<file path="src/design/lav_pkg.sv">
// ----------------------------------------------------------------------------
// lav_pkg
// shared types and constants of the look-at view matrix block
// ----------------------------------------------------------------------------
package lav_pkg;

    localparam logic signed [31:0] ONE_Q16 = 32'sd65536;

    typedef struct packed {
        logic signed [31:0] px;
        logic signed [31:0] py;
        logic signed [31:0] pz;
        logic               origin;
    } t_lav_item;

endpackage

</file>
<file path="src/design/lav_front.sv">
// ----------------------------------------------------------------------------
// lav_front
// accepts a position transaction, flags the origin case, hands it to the queue
// ----------------------------------------------------------------------------
module lav_front import lav_pkg::*; (
    input  logic               i_clk,
    input  logic               i_rst_n,
    input  logic               i_start,
    input  logic signed [31:0] i_pos_x,
    input  logic signed [31:0] i_pos_y,
    input  logic signed [31:0] i_pos_z,
    input  logic               i_full,
    output logic               o_busy,
    output logic               o_push,
    output t_lav_item          o_item
);

    logic      r_valid;
    t_lav_item r_item;

    assign o_push = r_valid && !i_full;
    assign o_busy = r_valid && i_full;
    assign o_item = r_item;

    always_ff @(posedge i_clk) begin
        if (!i_rst_n) begin
            r_valid <= 1'b0;
        end else if (i_start && !o_busy) begin
            r_valid <= 1'b1;
        end else if (o_push) begin
            r_valid <= 1'b0;
        end
    end

    always_ff @(posedge i_clk) begin
        if (i_start && !o_busy) begin
            r_item.px     <= i_pos_x;
            r_item.py     <= i_pos_y;
            r_item.pz     <= i_pos_z;
            r_item.origin <= (i_pos_x == 32'sd0) && (i_pos_y == 32'sd0) && (i_pos_z == 32'sd0);
        end
    end

endmodule

</file>
<file path="config.mk">
export PLATFORM = sky130hd
export DESIGN_NAME = lav_front
export DESIGN_NICKNAME = d
export VERILOG_FILES = /design/src/design/lav_pkg.sv /design/src/design/lav_front.sv
export SDC_FILE = /design/constraint.sdc
export NUM_CORES = 1
export LEC_CHECK = 0
export ABC_CLOCK_PERIOD_IN_PS = 6700
export BUFFER_PORTS_ARGS = -buffer_cell sky130_fd_sc_hd__clkbuf_2
export CAP_MARGIN = 10
export CORE_ASPECT_RATIO = 1.25
export CORE_MARGIN = 2
export CORE_UTILIZATION = 42
export CTS_CLUSTER_DIAMETER = 100
export DETAILED_ROUTE_END_ITERATION = 16
export GPL_ROUTABILITY_DRIVEN = 0
export GPL_TIMING_DRIVEN = 0
export HOLD_SLACK_MARGIN = 0.03
export MAX_ROUTING_LAYER = met4
export PLACE_DENSITY_LB_ADDON = 0.12
export SLEW_MARGIN = 20
export SYNTH_ARGS = -nofsm -noshare
export SYNTH_HDL_FRONTEND = slang
export SYNTH_SLANG_ARGS = --single-unit
</file>
<file path="constraint.sdc">
create_clock -name i_clk -period 6.7 [get_ports i_clk]
set_clock_uncertainty 0.05 [all_clocks]
set_input_delay 0.67 -clock i_clk [delete_from_list [all_inputs] [get_ports i_clk]]
set_output_delay 0.67 -clock i_clk [all_outputs]
set_load 0.01 [all_outputs]
</file>
==> impl_metrics.py <==
metrics = {
    "synthesis": {
        "yosysMostFrequentCell": "edfxtp_1",
        "synth_warnings": 0,
        "synth.distinct_cells": 10,
        "syn_nets": 234,
        "syn_area_sq_um": 3170,
        "synth_top_area_frac": 0.919,
        "async_flop_share": 0,
        "synth_compound_area_frac": 0.00237,
        "synth_ff_type": "edfxtp_1",
        "yosys.area_share.xor_xnor": 0,
        "synth_top_family_by_area": "simple AND/OR/NAND/NOR gates",
        "seq_area_frac_synth": 0.925,
        "synth_edf_count": 97,
        "synth_fa_ha_area_frac": 0,
        "yosys-top-cells-count": "edfxtp_1 (97), nor4_1 (23), nand4_1 (6)",
        "synth-seq-cells": 98,
        "synthSimpleGateAreaFrac": 0.0726,
        "syn_inst": 134,
        "synth_area_per_cell_sq_um": 23.7,
        "yosys-top-cells-area": "edfxtp_1 (92%), nor4_1 (4.5%), nand4_1 (1.2%)",
        "synth_top_cell_by_area": "edfxtp_1",
        "synthMuxAreaShare": 0,
    },
    "power_and_ir_drop": {
        "ir_worst_vdd_v": 0.000141,
        "p_leak_nw": 1.93,
        "pwr_density_cell_nw_per_um2": 265,
    },
    "global_route": {
        "grt_pass1_wl_mm": 9.85,
        "grt_max_degree": 28,
        "first_global_vias": 2063,
        "gr-total-overflow": 0,
        "antenna_found_initial": 0,
        "grt_usage": 0.172,
    },
    "routing": {
        "drc": 0,
        "drtPass1Iterations": 6,
        "drtAntennaViolNets": 0,
        "via_count": 2129,
        "drt_iter0_markers": 67,
        "viasPerCell": 4.81,
        "routed_wl_mm": 7.10,
        "post_drt_wl_per_cell_microns": 16.0,
    },
    "place": {
        "dp_cells": 427,
        "port_buffers": 198,
        "dp_hpwl_mm": 5.65,
    },
    "clocking": {
        "htreeDepth": 3,
        "holdBufCountCts": 0,
        "cts_resized": 0,
        "clockBufferDepth": 2,
        "cts.sinks": 98,
        "clk_latency_ps": 340,
        "path_clk_slew_ps": 90,
        "cts_tree": "done",
        "clockRootBuffer": "clkbuf_8",
        "cts_buffers": 9,
        "cts_setup_buffers": 0,
    },
    "die": {
        "die_y_microns": 101,
        "io_pins": 199,
        "row_count": 35,
        "coreArea_sq_um": 7360,
        "floorplan.die_area_sq_um": 8260,
        "initial_core_util": 0.431,
        "die_x_microns": 81.7,
    },
    "final_layout": {
        "final_nets": 446,
        "fillCellCount": 575,
        "diodes": 0,
        "drive_gt1_frac": 0.621,
        "fin_cells": 443,
        "area_growth_pct": 43.6,
    },
    "sta": {
        "worst_pin_slew_ps": 699,
        "fin_crit_sh": 0.301,
        "hold_ws_ps": 458,
        "finalMaxSlewViolations": 0,
        "setup_viol": 0,
        "maxSlewHeadroom": 0.533,
        "max_freq_mhz": 495,
        "rsz0062_at_grt": "no",
        "min_period_ps": 2020,
        "hold_viol": 0,
    },
    "setup_path": {
        "cp_slowest_cell": "nor2b_4",
        "path_max_fanout": 27,
        "crit_path_end_kind": "register",
        "cp_data_arrival_time_ps": 2020,
        "rrSetupSlack_ps": 4790,
        "worstPathRequired_ps": 6700,
        "worstSetupPathType": "in -> reg",
        "cp_slowest_stage_delay_ps": 580,
        "path_cells": "clkbuf_2 > and2_1 > nor2b_4 > buf_12 > buf_16",
        "crit_family": "simple AND/OR/NAND/NOR gates",
        "start_kind": "input port",
        "worst-path-buf-inv": 3,
    },
    "job": {
        "max_cap_violations": 0,
    },
    "run_status": {
        "outcome": "complete, no violations",
    },
    "min_path": {
        "hold_class": "in -> reg",
    },
}
==> flip-flops by register name (all words and copies together) (netlist names) <==
name,cells
o_item,97
r_valid,1
==> worst paths after layout <==
kind,start,depth (start not counted),end
setup / recovery,i_full,5,o_item[7]
hold / removal,i_pos_z[17],1,o_item[18]
setup reg to reg,r_valid,4,o_item[7]
hold reg to reg,r_valid,2,r_valid
==> cell usage in the layout, fill, tap and decap left out, drive strengths merged <==
master / synthesis / routed
clkinv: 0 / 5
nor4: 24 / 24
inv: 0 / 1
nor2b: 2 / 2
edfxtp: 97 / 97
bufinv: 0 / 1
and2: 1 / 1
nand4: 6 / 6
or4: 1 / 1
nor3: 1 / 1
clkbuf: 0 / 207
buf: 0 / 3
dfxtp: 1 / 1
o21a: 1 / 1
==> logic make-up after synthesis <==
family,after synthesis
flip-flops,98
AO/OA/AOI/OAI,1
AND/OR/NAND/NOR,35
==> area by class of cell <==
class / instances / area (sq um) / area share
timing repair buffer: 201 / 1070 / 0.234
tap: 92 / 115 / 0.0253
sequential: 98 / 2930 / 0.644
clock buffer: 9 / 124 / 0.0272
multi-input combinational: 36 / 245 / 0.0539
clock inverter: 7 / 68.8 / 0.0151
==> metrics by stage <==
stage / TNS [ps] / util / worst slack (ps) / power [mW] / cell area, sq um
4_1_cts: 0 / 0.619 / 4690 / 1.22 / 4550
2_1_floorplan: 0 / - / 911 / 0.777 / 3170
6_report: 0 / 0.619 / 4680 / 1.20 / 4550
3_5_place_dp: 0 / 0.593 / 4290 / 0.855 / 4360
5_1_grt: 0 / 0.619 / 4610 / 1.25 / 4550
3_3_place_gp: -60910 / 0.581 / -633 / 0.851 / 4280
==> layer usage <==
| layer | wire (microns) | vias up | GRT usage |
|---|---|---|---|
| met5 | 0 | - | - |
| met4 | 124 | 0 | 0.0821 |
| met3 | 649 | 11 | 0.0410 |
| met2 | 3740 | 125 | 0.293 |
| met1 | 2580 | 985 | 0.189 |
| li1 | - | 1008 | - |
==> power by group <==
part | internal (mW) | switching [mW] | leakage [nW] | total, mW
Clock | 0.172 | 0.193 | 0.0987 | 0.365
Combinational | 0.0504 | 0.0647 | 0.886 | 0.115
Sequential | 0.715 | 0.00853 | 0.947 | 0.724
Total | 0.938 | 0.266 | 1.93 | 1.20
(Power assumes the default switching activity.)
