==> src/design/lav_pkg.sv <==
// ----------------------------------------------------------------------------
// lav_pkg
// shared types and constants of the look-at view matrix block
// ----------------------------------------------------------------------------
package lav_pkg;

    localparam logic signed [31:0] ONE_Q16 = 32'sd65536;

    typedef struct packed {
        logic signed [31:0] px;
        logic signed [31:0] py;
        logic signed [31:0] pz;
        logic               origin;
    } t_lav_item;

endpackage

==> src/design/lav_queue.sv <==
// ----------------------------------------------------------------------------
// lav_queue
// short queue between front and back
// ----------------------------------------------------------------------------
module lav_queue import lav_pkg::*; #(
    parameter int DEPTH = 2
) (
    input  logic      i_clk,
    input  logic      i_rst_n,
    input  logic      i_push,
    input  t_lav_item i_item,
    input  logic      i_pop,
    output logic      o_full,
    output logic      o_valid,
    output t_lav_item o_item
);

    localparam int AW = $clog2(DEPTH);
    localparam int CW = $clog2(DEPTH + 1);

    t_lav_item         r_mem [DEPTH];
    logic [AW-1:0]     r_wr;
    logic [AW-1:0]     r_rd;
    logic [CW-1:0]     r_cnt;
    logic              do_push;
    logic              do_pop;

    assign o_full  = (r_cnt == CW'(DEPTH));
    assign o_valid = (r_cnt != '0);
    assign o_item  = r_mem[r_rd];
    assign do_push = i_push && !o_full;
    assign do_pop  = i_pop && o_valid;

    always_ff @(posedge i_clk) begin
        if (!i_rst_n) begin
            r_wr  <= '0;
            r_rd  <= '0;
            r_cnt <= '0;
        end else begin
            if (do_push) begin
                r_wr <= (r_wr == AW'(DEPTH - 1)) ? '0 : r_wr + 1'b1;
            end
            if (do_pop) begin
                r_rd <= (r_rd == AW'(DEPTH - 1)) ? '0 : r_rd + 1'b1;
            end
            if (do_push && !do_pop) begin
                r_cnt <= r_cnt + 1'b1;
            end else if (do_pop && !do_push) begin
                r_cnt <= r_cnt - 1'b1;
            end
        end
    end

    always_ff @(posedge i_clk) begin
        if (do_push) begin
            r_mem[r_wr] <= i_item;
        end
    end

endmodule

==> config.mk <==
export PLATFORM = sky130hd
export DESIGN_NAME = lav_queue
export DESIGN_NICKNAME = d
export VERILOG_FILES = /design/src/design/lav_pkg.sv /design/src/design/lav_queue.sv
export SDC_FILE = /design/constraint.sdc
export NUM_CORES = 1
export LEC_CHECK = 0
export BUFFER_PORTS_ARGS = -buffer_cell sky130_fd_sc_hd__buf_2
export CORE_MARGIN = 5
export CORE_UTILIZATION = 40
export DETAILED_ROUTE_END_ITERATION = 7
export PLACE_DENSITY_LB_ADDON = 0.08
export SYNTH_ARGS = -nofsm -noshare
export SYNTH_HDL_FRONTEND = slang
export SYNTH_SLANG_ARGS = --single-unit
==> constraint.sdc <==
create_clock -name i_clk -period 8.7 [get_ports i_clk]
set_clock_uncertainty 0.2 [all_clocks]
set_input_delay 1.305 -clock i_clk [delete_from_list [all_inputs] [get_ports i_clk]]
set_output_delay 1.305 -clock i_clk [all_outputs]
set_load 0.01 [all_outputs]
==> results_dict.tcl <==
set metrics [dict create \
    wl_met2_um 6780 \
    synth.avg_cell_area_sq_um 22.5 \
    tightest_slew_ns 0.755 \
    cp.arrival_ns 2.57 \
    clk_pin_slew_ns 0.06 \
    layout_common_cells "buf_2, edfxtp_1, mux2_2, mux2_4, clkbuf_16" \
    vias_per_cell 4.69 \
    critPathKind "flip-flop to output port" \
    clk_latency_ns 0.41 \
    cts_made_buffers 17 \
    die_w_um 146 \
    routedLengthMet1_um 5940 \
    min-delay-path-class "flip-flop to flip-flop" \
    syn_nets 429 \
    post-route-util 0.508 \
    grt_start_max_net_pins 52 \
    nNetsFinal 640 \
    grt_pass1_vias 3953 \
    outcome "complete, no violations" \
    io_buffers 199 \
    start_util 0.408 \
    relSlewSlack 0.496 \
    drive_gt1_frac 0.602 \
    ant_nets 0 \
    antenna_found_initial 1 \
    wl_per_cell_um 17.9 \
    syn_to_final_growth_pct 24.6 \
    max_stage_delay_ns 0.83 \
    synth_seq_area_share 0.806 \
    fp.dieArea_sq_um 21200 \
    multi_input_area_sq_um 1350 \
    power_mw 2.67 \
    synthXorXnorAreaFrac 0.00357 \
    worst_ep_required_time_ns 7.19 \
    gp_congestion 0.710 \
    row_count 49 \
    grtUsageTotal 0.131 \
    synthAdderAreaFrac 0.00170 \
    totalWireLength_um 13900 \
    p_switching_mw 0.698 \
    overflow 0 \
    synth_top_family_by_area "multiplexers" \
    seqCellArea_sq_um 5930 \
    power_density_nw_per_um2 291 \
    ys_ff_latch 199 \
    internal_power_mw 1.97 \
    finalSetupViolCount 0 \
    route.vias.total 3652 \
    worst_setup_path_end_kind "output port" \
    io_pins 200 \
    syn_area_sq_um 7350 \
    period_share 0.468 \
    slew_viol_final 0 \
    fmax_mhz 245 \
    muxShareOfSynthArea 0.164 \
    met3WireLength_um 1010 \
    synth-simple-area-share 0.00783 \
    synth_compound_area_frac 0.00442 \
    syn_inst 327 \
    power_frac_comb 0.239 \
    clkPwrFrac 0.284 \
    ys_types 23 \
    topRoutingLayerUsed "met5" \
    clock_path_buffers 2 \
    post-route-min-period_ns 4.07 \
    cts_sinks 199 \
    static-leakage-power_nw 3.45 \
    h-tree-depth 4 \
    drv_cap 0 \
    seqPwrFrac 0.476 \
    setup_tns_ns 0 \
    firstDrtPassIters 4 \
    rsz0062_at_grt "false" \
    cts_tree "built" \
    nFillCells 1528 \
    clock-root-buffer "clkbuf_16" \
    drtIter0Drc 212 \
    hold_viol 0 \
    sw_frac_of_total 0.262 \
    yosysWarnings 0 \
    drc 0 \
    post_cts_buffers 0 \
    worstPathCellList "buf_4, mux2_2, buf_2" \
    vdd_drop_max_v 0.000135 \
    hpwl_um 9260 \
    core_area_sq_um 18000 \
    critPathLaunchType "flip-flop" \
    final_common_cell "buf_2" \
    grt_pass1_wl_um 21300 \
    die_height_um 146 \
    critPathSlowestCell "dfxtp_4" \
    hold_buffers 0 \
    cts.repair.resized 0 \
    timing.critical_path.fanout_max 51 \
]
==> stage by stage <==
stage | hold slack [ns] | instance area (sq um) | setup WS [ns] | cells
2_1_floorplan | 0.279 | 7350 | 2.82 | 327
3_3_place_gp | 0.292 | 8590 | 4.98 | 748
3_5_place_dp | 0.330 | 8590 | 4.99 | 748
4_1_cts | 0.342 | 9160 | 4.52 | 777
5_1_grt | 0.373 | 9160 | 4.46 | 777
6_report | 0.341 | 9160 | 4.63 | 778
==> worst max-delay path, delay by kind of cell (launching register included) <==
kind / cells / cell delay [ns]
DFF: 1 / 0.83
muxes: 1 / 0.41
buffers and inverters: 2 / 0.85
==> kinds of logic (layout without fill, tap and decap cells) <==
group / count (synthesis) / in the layout
buffers and inverters: 13 / 234
DFF: 199 / 199
other: 0 / 1
adders and majority gates: 1 / 1
AOI/OAI and AO/OA: 5 / 5
and+or+nand+nor: 9 / 9
muxes: 97 / 97
xor gates and xnor gates: 3 / 3
==> registers in the layout, indices dropped and copies added (netlist names), named ones only <==
signal and cells:
r_mem 194, r_wr 1, r_cnt 2, r_rd 1
==> synth_stat cells <==
cell type  count  area, sq um
and2_1         3         18.8
a21boi_0       1         7.51
inv_2          1         3.75
or3_1          1         6.26
o21ai_0        1         5.00
mux2_4        30          450
dfxtp_1        5          100
inv_1          1         3.75
buf_6          5         56.3
o21a_1         1         7.51
nor2_1         1         3.75
xor2_1         1         8.76
ha_1           1         12.5
and3_1         1         6.26
a21boi_1       1         7.51
buf_2          6         30.0
or2_2          1         6.26
o21ai_1        1         5.00
edfxtp_1     194         5830
nor3_2         1         10.0
xnor2_1        2         17.5
mux2_2        67          754
nand2b_1       1         6.26
==> area by class of cell <==
class | count | area share
Sequential cell | 199 | 0.647
Antenna cell | 1 | 0.000273
Clock buffer | 19 | 0.0472
Clock inverter | 10 | 0.0145
Inverter | 2 | 0.000819
Timing Repair Buffer | 203 | 0.112
Tap cell | 229 | 0.0313
Multi-Input combinational cell | 115 | 0.147
==> layer usage <==
| layer | vias to the layer above | global-route usage |
|---|---|---|
| met1 | 1803 | 0.164 |
| met3 | 12 | 0.0533 |
| met4 | 2 | 0.0448 |
| li1 | 1715 | - |
| met2 | 120 | 0.208 |
| met5 | - | 0 |
==> power groups by stage <==
stage	registers, mW	clock network, mW	logic [mW]
after floorplan	1.26	0	0.453
after global placement	1.29	0	0.654
after detailed placement	1.29	0	0.656
after CTS	1.27	0.784	0.659
after global routing	1.28	0.829	0.698
final	1.27	0.759	0.638
==> worst paths after layout <==
check | from | end | slack [ns] | cells after the start
worst max-delay path | flip-flop | o_item[17] | 4.63 | 3
worst min-delay path | r_cnt[1]$_SDFFE_PN0P_ | r_cnt[1]$_SDFFE_PN0P_ | 0.34 | 2
worst max register to register | r_cnt[0]$_SDFFE_PN0P_ | r_mem[1][41]$_DFFE_PP_ | 6.09 | 3
worst min register to register | r_cnt[1]$_SDFFE_PN0P_ | r_cnt[1]$_SDFFE_PN0P_ | 0.34 | 2
(Power assumes the default switching activity.)
